--- src/rtl/omuf_pkg.sv ---
`default_nettype none
package omuf_pkg;
	localparam int MAX_SURVIVORS  = 4096;
	localparam int TABLE_SLOTS    = 65536;
	localparam int MAX_STEP_LIMIT = 1023;
	localparam int SURV_BITS      = $clog2(MAX_SURVIVORS);
	localparam int SLOT_BITS      = $clog2(TABLE_SLOTS);
	localparam int STEP_W         = 10;
	localparam logic [63:0] HASH_MUL = 64'h9E3779B97F4A7C15;

	localparam logic CFG_STEP_LIMIT = 1'b0;
	localparam logic CFG_SEED_BITS  = 1'b1;

	typedef struct packed {
		logic [9:0] step_limit;
		logic [5:0] seed_bits;
	} cfg_t;

	typedef struct packed {
		logic [63:0] seed;
		logic [31:0] exit_time;
	} item_t;

	typedef struct packed {
		logic  valid;
		item_t item;
	} queue_out_t;

	typedef struct packed {
		logic clearing;
		logic pop;
	} back_status_t;

	typedef struct packed {
		logic [63:0] earlier_seed;
		logic [63:0] later_seed;
		logic [9:0]  earlier_step;
		logic [9:0]  later_step;
		logic [6:0]  low_bit_agreement;
		logic [9:0]  prefix_length;
		logic [16:0] earlier_shift_sum;
		logic [16:0] later_shift_sum;
		logic [31:0] earlier_exit;
		logic [31:0] later_exit;
		logic        overflow;
	} result_t;

	typedef struct packed {
		logic                 used;
		logic [63:0]          hi;
		logic [63:0]          lo;
		logic [SURV_BITS-1:0] owner;
		logic [STEP_W-1:0]    step;
	} slot_t;

	typedef enum logic [4:0] {
		ST_CLEAR, ST_IDLE, ST_ALLOC, ST_HASH, ST_PRD, ST_PCHK, ST_STORE, ST_SWAIT,
		ST_FRD, ST_FCHK, ST_FGP, ST_LINK, ST_XRD, ST_XCHK, ST_RGO, ST_RWAIT, ST_EMIT
	} back_state_t;
endpackage
`default_nettype wire

--- src/rtl/omuf_front.sv ---
`default_nettype none
module omuf_front (
	input  wire logic                  clk,
	input  wire logic                  arst_n,
	input  wire logic                  start,
	input  wire logic [63:0]           seed,
	input  wire logic [31:0]           exit_time,
	input  wire logic                  cfg_we,
	input  wire logic                  cfg_index,
	input  wire logic [9:0]            cfg_wdata,
	input  wire omuf_pkg::back_status_t bstat,
	output logic                       busy,
	output omuf_pkg::cfg_t             cfg,
	output omuf_pkg::queue_out_t       qout
);
	import omuf_pkg::*;

	cfg_t       cfg_q;
	item_t      fifo_q [2];
	logic       wr_q, rd_q;
	logic [1:0] cnt_q;
	logic       accept, survivor, push;

	assign busy     = bstat.clearing || cnt_q == 2'd2;
	assign accept   = start && !busy;
	assign survivor = exit_time > 32'(cfg_q.step_limit) && (seed >> cfg_q.seed_bits) == '0;
	assign push     = accept && survivor;

	always_ff @(posedge clk or negedge arst_n) begin
		if (!arst_n) begin
			cfg_q.step_limit <= 10'd32;
			cfg_q.seed_bits  <= 6'd40;
			wr_q  <= 1'b0;
			rd_q  <= 1'b0;
			cnt_q <= '0;
		end else begin
			if (cfg_we) begin
				case (cfg_index)
					CFG_STEP_LIMIT: cfg_q.step_limit <= cfg_wdata;
					CFG_SEED_BITS:  cfg_q.seed_bits  <= cfg_wdata[5:0];
					default: ;
				endcase
			end
			if (push) begin
				wr_q <= !wr_q;
			end
			if (bstat.pop) begin
				rd_q <= !rd_q;
			end
			cnt_q <= cnt_q + 2'(push) - 2'(bstat.pop);
		end
	end

	always_ff @(posedge clk) begin
		if (push) begin
			fifo_q[wr_q] <= '{seed: seed, exit_time: exit_time};
		end
	end

	assign cfg        = cfg_q;
	assign qout.valid = cnt_q != '0;
	assign qout.item  = fifo_q[rd_q];
endmodule
`default_nettype wire

--- config.mk ---
export PLATFORM = sky130hd
export DESIGN_NAME = omuf_front
export DESIGN_NICKNAME = d
export VERILOG_FILES = /design/src/rtl/omuf_pkg.sv /design/src/rtl/omuf_front.sv
export SDC_FILE = /design/constraint.sdc
export NUM_CORES = 1
export LEC_CHECK = 0
export BUFFER_PORTS_ARGS = -buffer_cell sky130_fd_sc_hd__buf_2
export CORE_ASPECT_RATIO = 0.6
export CORE_UTILIZATION = 55
export CTS_CLUSTER_SIZE = 20
export DETAILED_ROUTE_END_ITERATION = 7
export PLACE_DENSITY_LB_ADDON = 0.08
export SLEW_MARGIN = 20
export SYNTH_ARGS = -nofsm -noshare
export SYNTH_HDL_FRONTEND = slang
export SYNTH_SLANG_ARGS = --single-unit
--- constraint.sdc ---
create_clock -name clk -period 14.1 [get_ports clk]
set_clock_uncertainty 0.2 [all_clocks]
set_input_delay 2.82 -clock clk [delete_from_list [all_inputs] [get_ports clk]]
set_output_delay 2.82 -clock clk [all_outputs]
set_load 0.02 [all_outputs]
======== After elaboration in Yosys (flattened, before gate mapping) ========
Memory sizes are Yosys's and may differ from the RTL's.
Cells that the tools add are included.
operators by class
  add/subtract/negate cells ............... 2
  multiply operators ...................... 0
  div/mod/pow operators ................... 0
  order comparisons ....................... 1
  eq/ne operators ......................... 1
  shifts and indexed selects .............. 1
  multiplexer cells ....................... 2
  bitwise operators ....................... 1
  reduce and logical (&&, ||, !) cells .... 11
operator list
  cell                number
  $logic_not 64->1    1
  $shr 64x6->64       1
  $gt 32x10->1        1
  $reduce_and 2->1    2
  $logic_and 1x1->1   3
  $logic_not 1->1     3
  $add 2x1->2         1
  $eq 2x2->1 const B  1
  $mux 1              2
  $reduce_bool 2->1   1
  $sub 2x1->2         1
  $logic_or 1x1->1    1
  $not 1->1           1
storage, ports and cells
  register bits ........................... 20
  bits in latches ......................... 0
  RAM bits ................................ 192
  ROM bits ................................ 0
  bits of input ports ..................... 113
  logic and storage cells ................. 25
  memories ................................ 1
memories
  memory  depth  bits a word  read ports  clocked after Yosys merged registers in  write ports  RTL line          source
  fifo_q  2      96           1           0                                        1            omuf_front.sv:19  item_t fifo_q [2];

======== Logic depth before layout (Yosys ltp) ========
Gate-level depths: netlist (run 1).
  word-level depth ........................ 7
  mapped depth ............................ 18
  depth with buffers taken out ............ 15

======== Worst setup path before layout (run 1) ========
OpenSTA, ideal clock, no wires.
  path kind ............................... input-to-reg
  start point ............................. in seed[32]
  end point ............................... mem fifo_q[1][0] (netlist bit) (enable)
  library setup time ...................... 688 ps
  data arrival time ....................... 11,773 ps
  slack ................................... 1,439 ps
  stages on the path ...................... 7
  buffers on the path ..................... 0
  cells stage by stage .................... mux4_1 > mux4_2 > or4_1 > o2bb2ai_1 > and4_1 > a21oi_1 > nor3b_1
between the ends
  cells in the longest elaborated chain, start to end .. 6
ends and longest elaborated chain
  element                       RTL line          source
  from (decl)                   omuf_front.sv:6   input wire logic [63:0] seed,
  $shr 64x6->64                 omuf_front.sv:26  assign survivor = exit_time > 32'(cfg_q.step_limit) && (seed >> cfg_q.seed_bits) == '0;
  $logic_not 64->1              omuf_front.sv:26
  $logic_and 1x1->1             omuf_front.sv:26
  $logic_and 1x1->1             omuf_front.sv:27  assign push = accept && survivor;
  $mux 1                        omuf_front.sv:55  if (push) begin
  $mux 1 (implied by the code)  omuf_front.sv:56  fifo_q[wr_q] <= '{seed: seed, exit_time: exit_time};
  to (decl)                     omuf_front.sv:19
Every way passes these cells.

======== Worst setup path in the final report (run 1) ========
  start point ............................. in bstat[1] (netlist bit)
  end point ............................... out busy
between the ends
  cells in the longest elaborated chain, start to end .. 1
ends and longest elaborated chain
  element           RTL line          source
  from (decl)       omuf_front.sv:11  input wire omuf_pkg::back_status_t bstat,
  $logic_or 1x1->1  omuf_front.sv:24  assign busy = bstat.clearing || cnt_q == 2'd2;
  to (decl)         omuf_front.sv:12  output logic busy,
Every way passes these cells.

==> metrics.csv, run 1 <==
stage,metric,value,unit
route,detail_route.first_pass.iterations,7,
synth,seq_area_frac_synth,0.580,
route,wl_met3,2600,um
cells_and_area,layout-drive-gt1-share,0.429,
placed_design,final_hpwl_from_detailed_placement,18400,um
job,maxCapViolations,0,
worst_setup_path,critPathArrivalTime,3560,ps
die,number_of_top_level_pins,227,
synth,syn_area,0.0108,mm2
power,leakage,4.73,nW
sta,slew-limit-headroom,0.345,
placed_design,detailedPlace.worstSlack,7450,ps
placed_design,placedCellCount,1243,
cts,cts_buffer_count,20,
route,routed_wire_length_per_instance,20.6,um
cells_and_area,multi_input_comb_area,0.00427,mm2
sta,min_period,6580,ps
route,routedLengthMet1,13000,um
die,die-area,0.0202,mm2
cts,cts-root-to-sink-buffers,3,
synth,netlist_instances,784,
worst_setup_path,start_kind,input port,
worst_setup_path,setup.worst_path.class,in2out,
placed_design,place.gp.congestion,1.01,
cts,clock_tree.root_cell,clkbuf_16,
global_route,grt.total_usage,0.262,
sta,report.final.hold_viol_count,0,
cts,worst_setup_hold_path_clk_slew,60,ps
cts,htree_num_levels,1,
cells_and_area,antenna-diode-count,0,
cells_and_area,filler_cell_count,1447,
cts,cts_tree,done,
synth,synth.most_common_cell,edfxtp_1,
die,initial_utilization,0.565,
sta,setup_repair_after_global_routing_missed_its_margin,no,
power,power.density_cell_area,153,mW/mm2
route,drt-initial-drc-count,731,
run_status,status,"finished, final reports clean",
cells_and_area,instances_no_fill,1279,
synth,synth_largest_type_area_fraction,0.533,
route,detailroute.via_count,7756,
worst_setup_path,timing.critical_path.fanout_max,2,
sta,timing.setup.tns,0,ps
route,wirelength,26400,um
sta,fmax,152,MHz
global_route,vias_in_the_first_global_route,7112,
synth,post-synth-top-area-cell,edfxtp_1,
synth,synth.top_cells.by_area,"edfxtp_1 53%, mux2_2 12%, mux4_2 4.6%",
synth,synthArstFlopShare,0.0943,
cts,cts-hold-fix-buffers,0,
cts,clk-insertion-delay-late,490,ps
cts,cts_sinks,212,
cells_and_area,flow.area_growth_from_synthesis,19.9,%
die,core.rowCount,39,
global_route,first_pass_grt_wire_length,40900,um
worst_setup_path,crit_path_end_kind,output pin,
sta,timing.final.ws_setup,7520,ps
worst_setup_path,worst_ep_required_time,11080,ps
die,core_region_area,0.0191,mm2
route,via_per_inst,6.06,
synth,synth_seq_cells,212,
sta,max_slew.worst_pin.slew,983,ps
route,drc_errors,0,
global_route,antenna_found_initial,0,
route,met2WireLength,10400,um
cts,post-cts-setup-buffers,0,
die,die_w,183,um
die,floorplan.die.height,111,um
synth,synth_flop_cell,edfxtp_1,
route,route.top_layer_used,met4,
route,final_antenna_net_count,0,
placed_design,port-buffer-count,226,
cells_and_area,finalNetCount,1124,
cells_and_area,total_area_of_sequential_cells,0.00628,mm2
synth,post_synth_edffs,192,
cts,post_cts_resized,0,
synth,synth_cell_types,77,
global_route,globalRoute.totalOverflow,0,
sta,finalMaxSlewViolations,0,
power,vdd_drop_max,0.103,mV
synth,syn-num-nets,909,
synth,syn_area_per_cell,13.8,um2
min_path,hold_removal_path_class,reg2reg,
sta,min_period_over_period,0.467,
sta,setup_violations,0,
synth,post_synth_most_frequent_cells,"192 x edfxtp_1, 119 x mux2_2, 42 x nor2_1",
global_route,largest_net_degree_at_the_start_of_global_routing,73,
synth,yosys_warnings,0,
## per-stage QoR
stage	power, mW	hold WS (ps)	utilization	instance area, um2
2_1_floorplan	1.17	260	-	10800
3_5_place_dp	1.34	308	0.636	12200
5_1_grt	2.06	330	0.678	13000
6_report	1.98	324	0.678	13000
4_1_cts	1.99	324	0.678	13000
3_3_place_gp	1.34	298	0.636	12200
## registers in the layout, summed over array words and instances, names as in the netlist
name    count
rd_q        1
fifo_q    192
cnt_q       2
cfg        16
wr_q        1
## layout by cell type (no fill, tap or decap), drive strengths merged, types with 17 or more instances in the layout
cell / instances
nand2: 34
mux2: 119
dfrtp: 17
o21ai: 26
clkbuf: 26
inv: 19
nor2: 42
nor3: 23
a21oi: 31
edfxtp: 192
mux4: 25
buf: 235
## power by group
group	total (mW)	switching (mW)	leakage, nW	internal, mW
Combinational	0.602	0.346	2.40	0.256
Sequential	0.735	0.0372	1.95	0.698
Clock	0.645	0.226	0.383	0.419
## final timing paths
path / startpoint / end / slack [ps] / depth (start not counted)
max: bstat[1] / busy / 7520 / 4
min: cnt_q[1] / cnt_q[1] / 320 / 1
max reg2reg: cfg[1] / fifo_q[1][32] / 8690 / 11
min reg2reg: cnt_q[1] / cnt_q[1] / 320 / 1
max in group asynchronous: arst_n / cfg[0] / 11270 / 1
min in group asynchronous: arst_n / cfg[13] / 2070 / 1
## cell families (layout without fill, tap and decap cells)
family / Yosys count / in the layout / share of synthesized area
simple gates: 180 / 180 / 0.0853
fa+ha+maj: 12 / 12 / 0.0139
buf+inv: 65 / 294 / 0.0260
compound gates: 156 / 156 / 0.104
xor+xnor: 3 / 3 / 0.00243
flops: 212 / 212 / 0.580
mux: 156 / 156 / 0.188
## layer usage
metal | vias to the layer above | track usage
met2 | 386 | 0.337
met5 | - | 0
li1 | 3553 | -
met1 | 3779 | 0.442
met3 | 38 | 0.0610
met4 | 0 | 0.0472
## worst max-delay path, cell delays in order
cell     delay [ps]
buf_2           100
a21oi_1         400
inv_1            80
buf_2           170
## area by class of cell
type | count | share of cell area
inverters | 23 | 0.00666
well taps | 266 | 0.0257
clock inverters | 10 | 0.0192
multi-input cells | 507 | 0.330
flip-flops and latches | 212 | 0.484
clock buffers | 26 | 0.0420
repair buffers | 235 | 0.0925
No activity file was read; power rests on OpenSTA's default activity.
==> run 2: changes to the inputs <==
--- a/config.mk
+++ b/config.mk
@@ -7,7 +7,7 @@
 export LEC_CHECK = 0
 export BUFFER_PORTS_ARGS = -buffer_cell sky130_fd_sc_hd__buf_2
 export CORE_ASPECT_RATIO = 0.6
-export CORE_UTILIZATION = 55
+export CORE_UTILIZATION = 50
 export CTS_CLUSTER_SIZE = 20
 export DETAILED_ROUTE_END_ITERATION = 7
 export PLACE_DENSITY_LB_ADDON = 0.08
==> constraint.sdc (replaced) <==
create_clock -name clk -period 5.8 [get_ports clk]
set_clock_uncertainty 0.2 [all_clocks]
set_input_delay 1.16 -clock clk [delete_from_list [all_inputs] [get_ports clk]]
set_output_delay 1.16 -clock clk [all_outputs]
set_load 0.02 [all_outputs]
==> run 2 against run 1 <==
Via count decreased by 1.2%. Critical endpoint is now cnt_q[1]. Sequential share of layout area is 0.13 points higher. Worst setup slack lost 6500 ps. Die area up 9.9%. Wire length up 2.1%. Hold slack got worse by 2.3 ps. Register-to-register slack worse by 7600 ps. Global-route usage fell by 1.9 points.
==> metrics.csv, run 2 (synthesis results as in run 1) <==
stage,metric,value,unit,change
cts,post_cts_resized,0,,unchanged
min_path,hold_path_startpoint,cnt_q[1],,unchanged
worst_setup_path,timing.critical_path.fanout_max,60,,was 2
global_route,grt.total_usage,0.242,,was 0.262
cells_and_area,mostFrequentLayoutCells,"226 x buf_2, 192 x edfxtp_1, 119 x mux2_2",,unchanged
worst_setup_path,crit_path_end_kind,register,,was output pin
run_status,status,"finished, final reports clean",,unchanged
cts,cts_tree,done,,unchanged
sta,min_period_over_period,0.818,,
job,maxCapViolations,0,,unchanged
cells_and_area,flow.area_growth_from_synthesis,19.6,%,was 19.9%
cts,clock_tree.root_cell,clkbuf_16,,unchanged
cells_and_area,max_flop_register,fifo_q,,unchanged
cts,cts-hold-fix-buffers,0,,unchanged
sta,max_slew.worst_pin.slew,916,ps,was 983 ps
min_path,hold_removal_path_class,reg2reg,,unchanged
die,floorplan.die.height,116,um,was 111 um
cells_and_area,antenna-diode-count,0,,unchanged
sta,report.final.hold_viol_count,0,,unchanged
worst_setup_path,cpPeakStageDelay,1030,ps,was 400 ps
global_route,globalRoute.totalOverflow,0,,unchanged
route,drt-initial-drc-count,585,,was 731
route,final_antenna_net_count,0,,unchanged
sta,setup_repair_after_global_routing_missed_its_margin,no,,unchanged
worst_setup_path,setup.worst_path.class,reg2reg,,was in2out
worst_setup_path,rr_startpoint,cfg[0],,was cfg[1]
power,power.density_cell_area,350,mW/mm2,was 153 mW/mm2
cts,cts_sinks,212,,unchanged
cts,post-cts-setup-buffers,0,,unchanged
die,core.rowCount,41,,was 39
global_route,first_pass_grt_wire_length,40800,um,was 40900 um
route,detail_route.first_pass.iterations,5,,was 7
worst_setup_path,critical_path.cell_chain,mux4_1 -> o211ai_1 -> a22oi_1 -> or4_1 -> o2bb2ai_1 -> and4_4 -> a21oi_4 -> or2_2 -> ha_1 -> inv_1 -> ha_1 -> xnor2_1 -> xnor2_1,,was buf_2 -> a21oi_1 -> inv_1 -> buf_2
worst_setup_path,critical_path.n_buffers_inverters,1,,was 3
route,wirelength,26900,um,was 26400 um
die,number_of_top_level_pins,227,,unchanged
cts,htree_num_levels,1,,unchanged
cells_and_area,postLayoutCoreUtil,0.613,,was 0.678
cts,clk-insertion-delay-late,490,ps,about the same
worst_setup_path,crit_slowest_cell,dfrtp_4,,was a21oi_1
worst_setup_path,start_kind,register,,was input port
sta,slew-limit-headroom,0.389,,was 0.345
cells_and_area,layout_commonest_cell,buf_2,,unchanged
global_route,largest_net_degree_at_the_start_of_global_routing,74,,was 73
die,initial_utilization,0.513,,was 0.565
global_route,vias_in_the_first_global_route,6959,,was 7112
cells_and_area,largest_reg_flops,192,,unchanged
die,core_region_area,0.0211,mm2,was 0.0191 mm2
sta,fmax,211,MHz,
die,die_w,192,um,was 183 um
route,via_per_inst,5.91,,was 6.06
worst_setup_path,worstSetupStartpoint,cfg[0],,was bstat[1]
global_route,antenna_found_initial,1,,was 0
sta,min_period,4750,ps,
cts,cts_buffer_count,21,,was 20
cts,cts-root-to-sink-buffers,3,,unchanged
cells_and_area,layout-drive-gt1-share,0.437,,was 0.429
placed_design,port-buffer-count,226,,unchanged
route,drc_errors,0,,unchanged
worst_setup_path,reg2reg_depth,13,,was 11
min_path,min_path_cells,1,,unchanged
power,leakage,4.69,nW,was 4.73 nW
cells_and_area,filler_cell_count,1726,,was 1447
sta,finalMaxSlewViolations,0,,unchanged
placed_design,place.gp.congestion,0.919,,was 1.01
power,vdd_drop_max,0.228,mV,was 0.103 mV
route,routed_wire_length_per_instance,20.8,um,was 20.6 um
worst_setup_path,path_depth,13,,was 4
worst_setup_path,worst_ep_required_time,6010,ps,was 11080 ps
sta,hold_ws,321,ps,was 324 ps
die,die-area,0.0222,mm2,was 0.0202 mm2
sta,setup_violations,0,,unchanged
placed_design,final_hpwl_from_detailed_placement,19000,um,was 18400 um
worst_setup_path,critPathArrivalTime,4960,ps,was 3560 ps
cts,worst_setup_hold_path_clk_slew,60,ps,about the same
route,detailroute.via_count,7661,,was 7756
worst_setup_path,critical-path-top-delay-family,simple AND/OR/NAND/NOR gates,,was compound AO/OA/AOI/OAI gates
cells_and_area,finalNetCount,1130,,was 1124
==> run 2: changes by cell type in the layout (fill, tap and decap cells not counted), moves of 2 or more <==
cell | before | now
bufinv_16 | 8 | 1
mux4_2 | 22 | 24
buf_4 | 9 | 12
clkinv_1 | 5 | 8
nor2b_1 | 14 | 12
clkinv_2 | 1 | 3
nor2b_4 | 0 | 2
buf_12 | 0 | 2
a2111oi_4 | 0 | 2
mux4_1 | 3 | 1
a2111oi_1 | 2 | 0
==> run 2: final cells by class <==
| type | instances | area [um2] | area share |
|---|---|---|---|
| inverter | 23 | 86.3 | 0.00668 |
| tap | 279 | 349 | 0.0270 |
| timing repair buffer | 240 | 1260 | 0.0976 |
| clock inverter | 9 | 67.6 | 0.00523 |
| clock buffer | 26 | 544 | 0.0421 |
| multi-input combinational | 507 | 4340 | 0.336 |
| sequential | 212 | 6280 | 0.486 |
==> run 2: worst paths after layout <==
| check | slack [ps] | endpoint |
|---|---|---|
| hold / removal | 320 | cnt_q[1] |
| setup reg to reg | 1050 | cnt_q[1] |
| min in group asynchronous | 420 | wr_q |
| setup / recovery | 1050 | cnt_q[1] |
| hold reg to reg | 320 | cnt_q[1] |
| max in group asynchronous | 4610 | rd_q |
==> run 2: metrics by stage <==
step | TNS [ps] | power [mW] | area, um2 | setup WS, ps | cells
3_3_place_gp | 0 | 3.30 | 12300 | 1000 | 1261
4_1_cts | 0 | 4.55 | 12900 | 1060 | 1296
2_1_floorplan | -48040 | 2.85 | 10900 | -340 | 784
6_report | 0 | 4.52 | 12900 | 1050 | 1296
5_1_grt | 0 | 4.73 | 12900 | 710 | 1296
3_5_place_dp | 0 | 3.30 | 12300 | 891 | 1261
==> run 2: layer usage <==
layer	GRT usage	vias to the layer above	part of all wire
li1	-	3572	-
met4	0.0429	2	0.013
met5	0	-	0.00048
met1	0.413	3722	0.52
met2	0.303	338	0.38
met3	0.0563	27	0.086
==> run 2: power by group <==
part	leakage, nW	internal (mW)	switching (mW)	total, mW
sequential	1.95	1.70	0.0972	1.79
combinational	2.44	0.632	0.852	1.48
clock	0.297	0.706	0.538	1.24
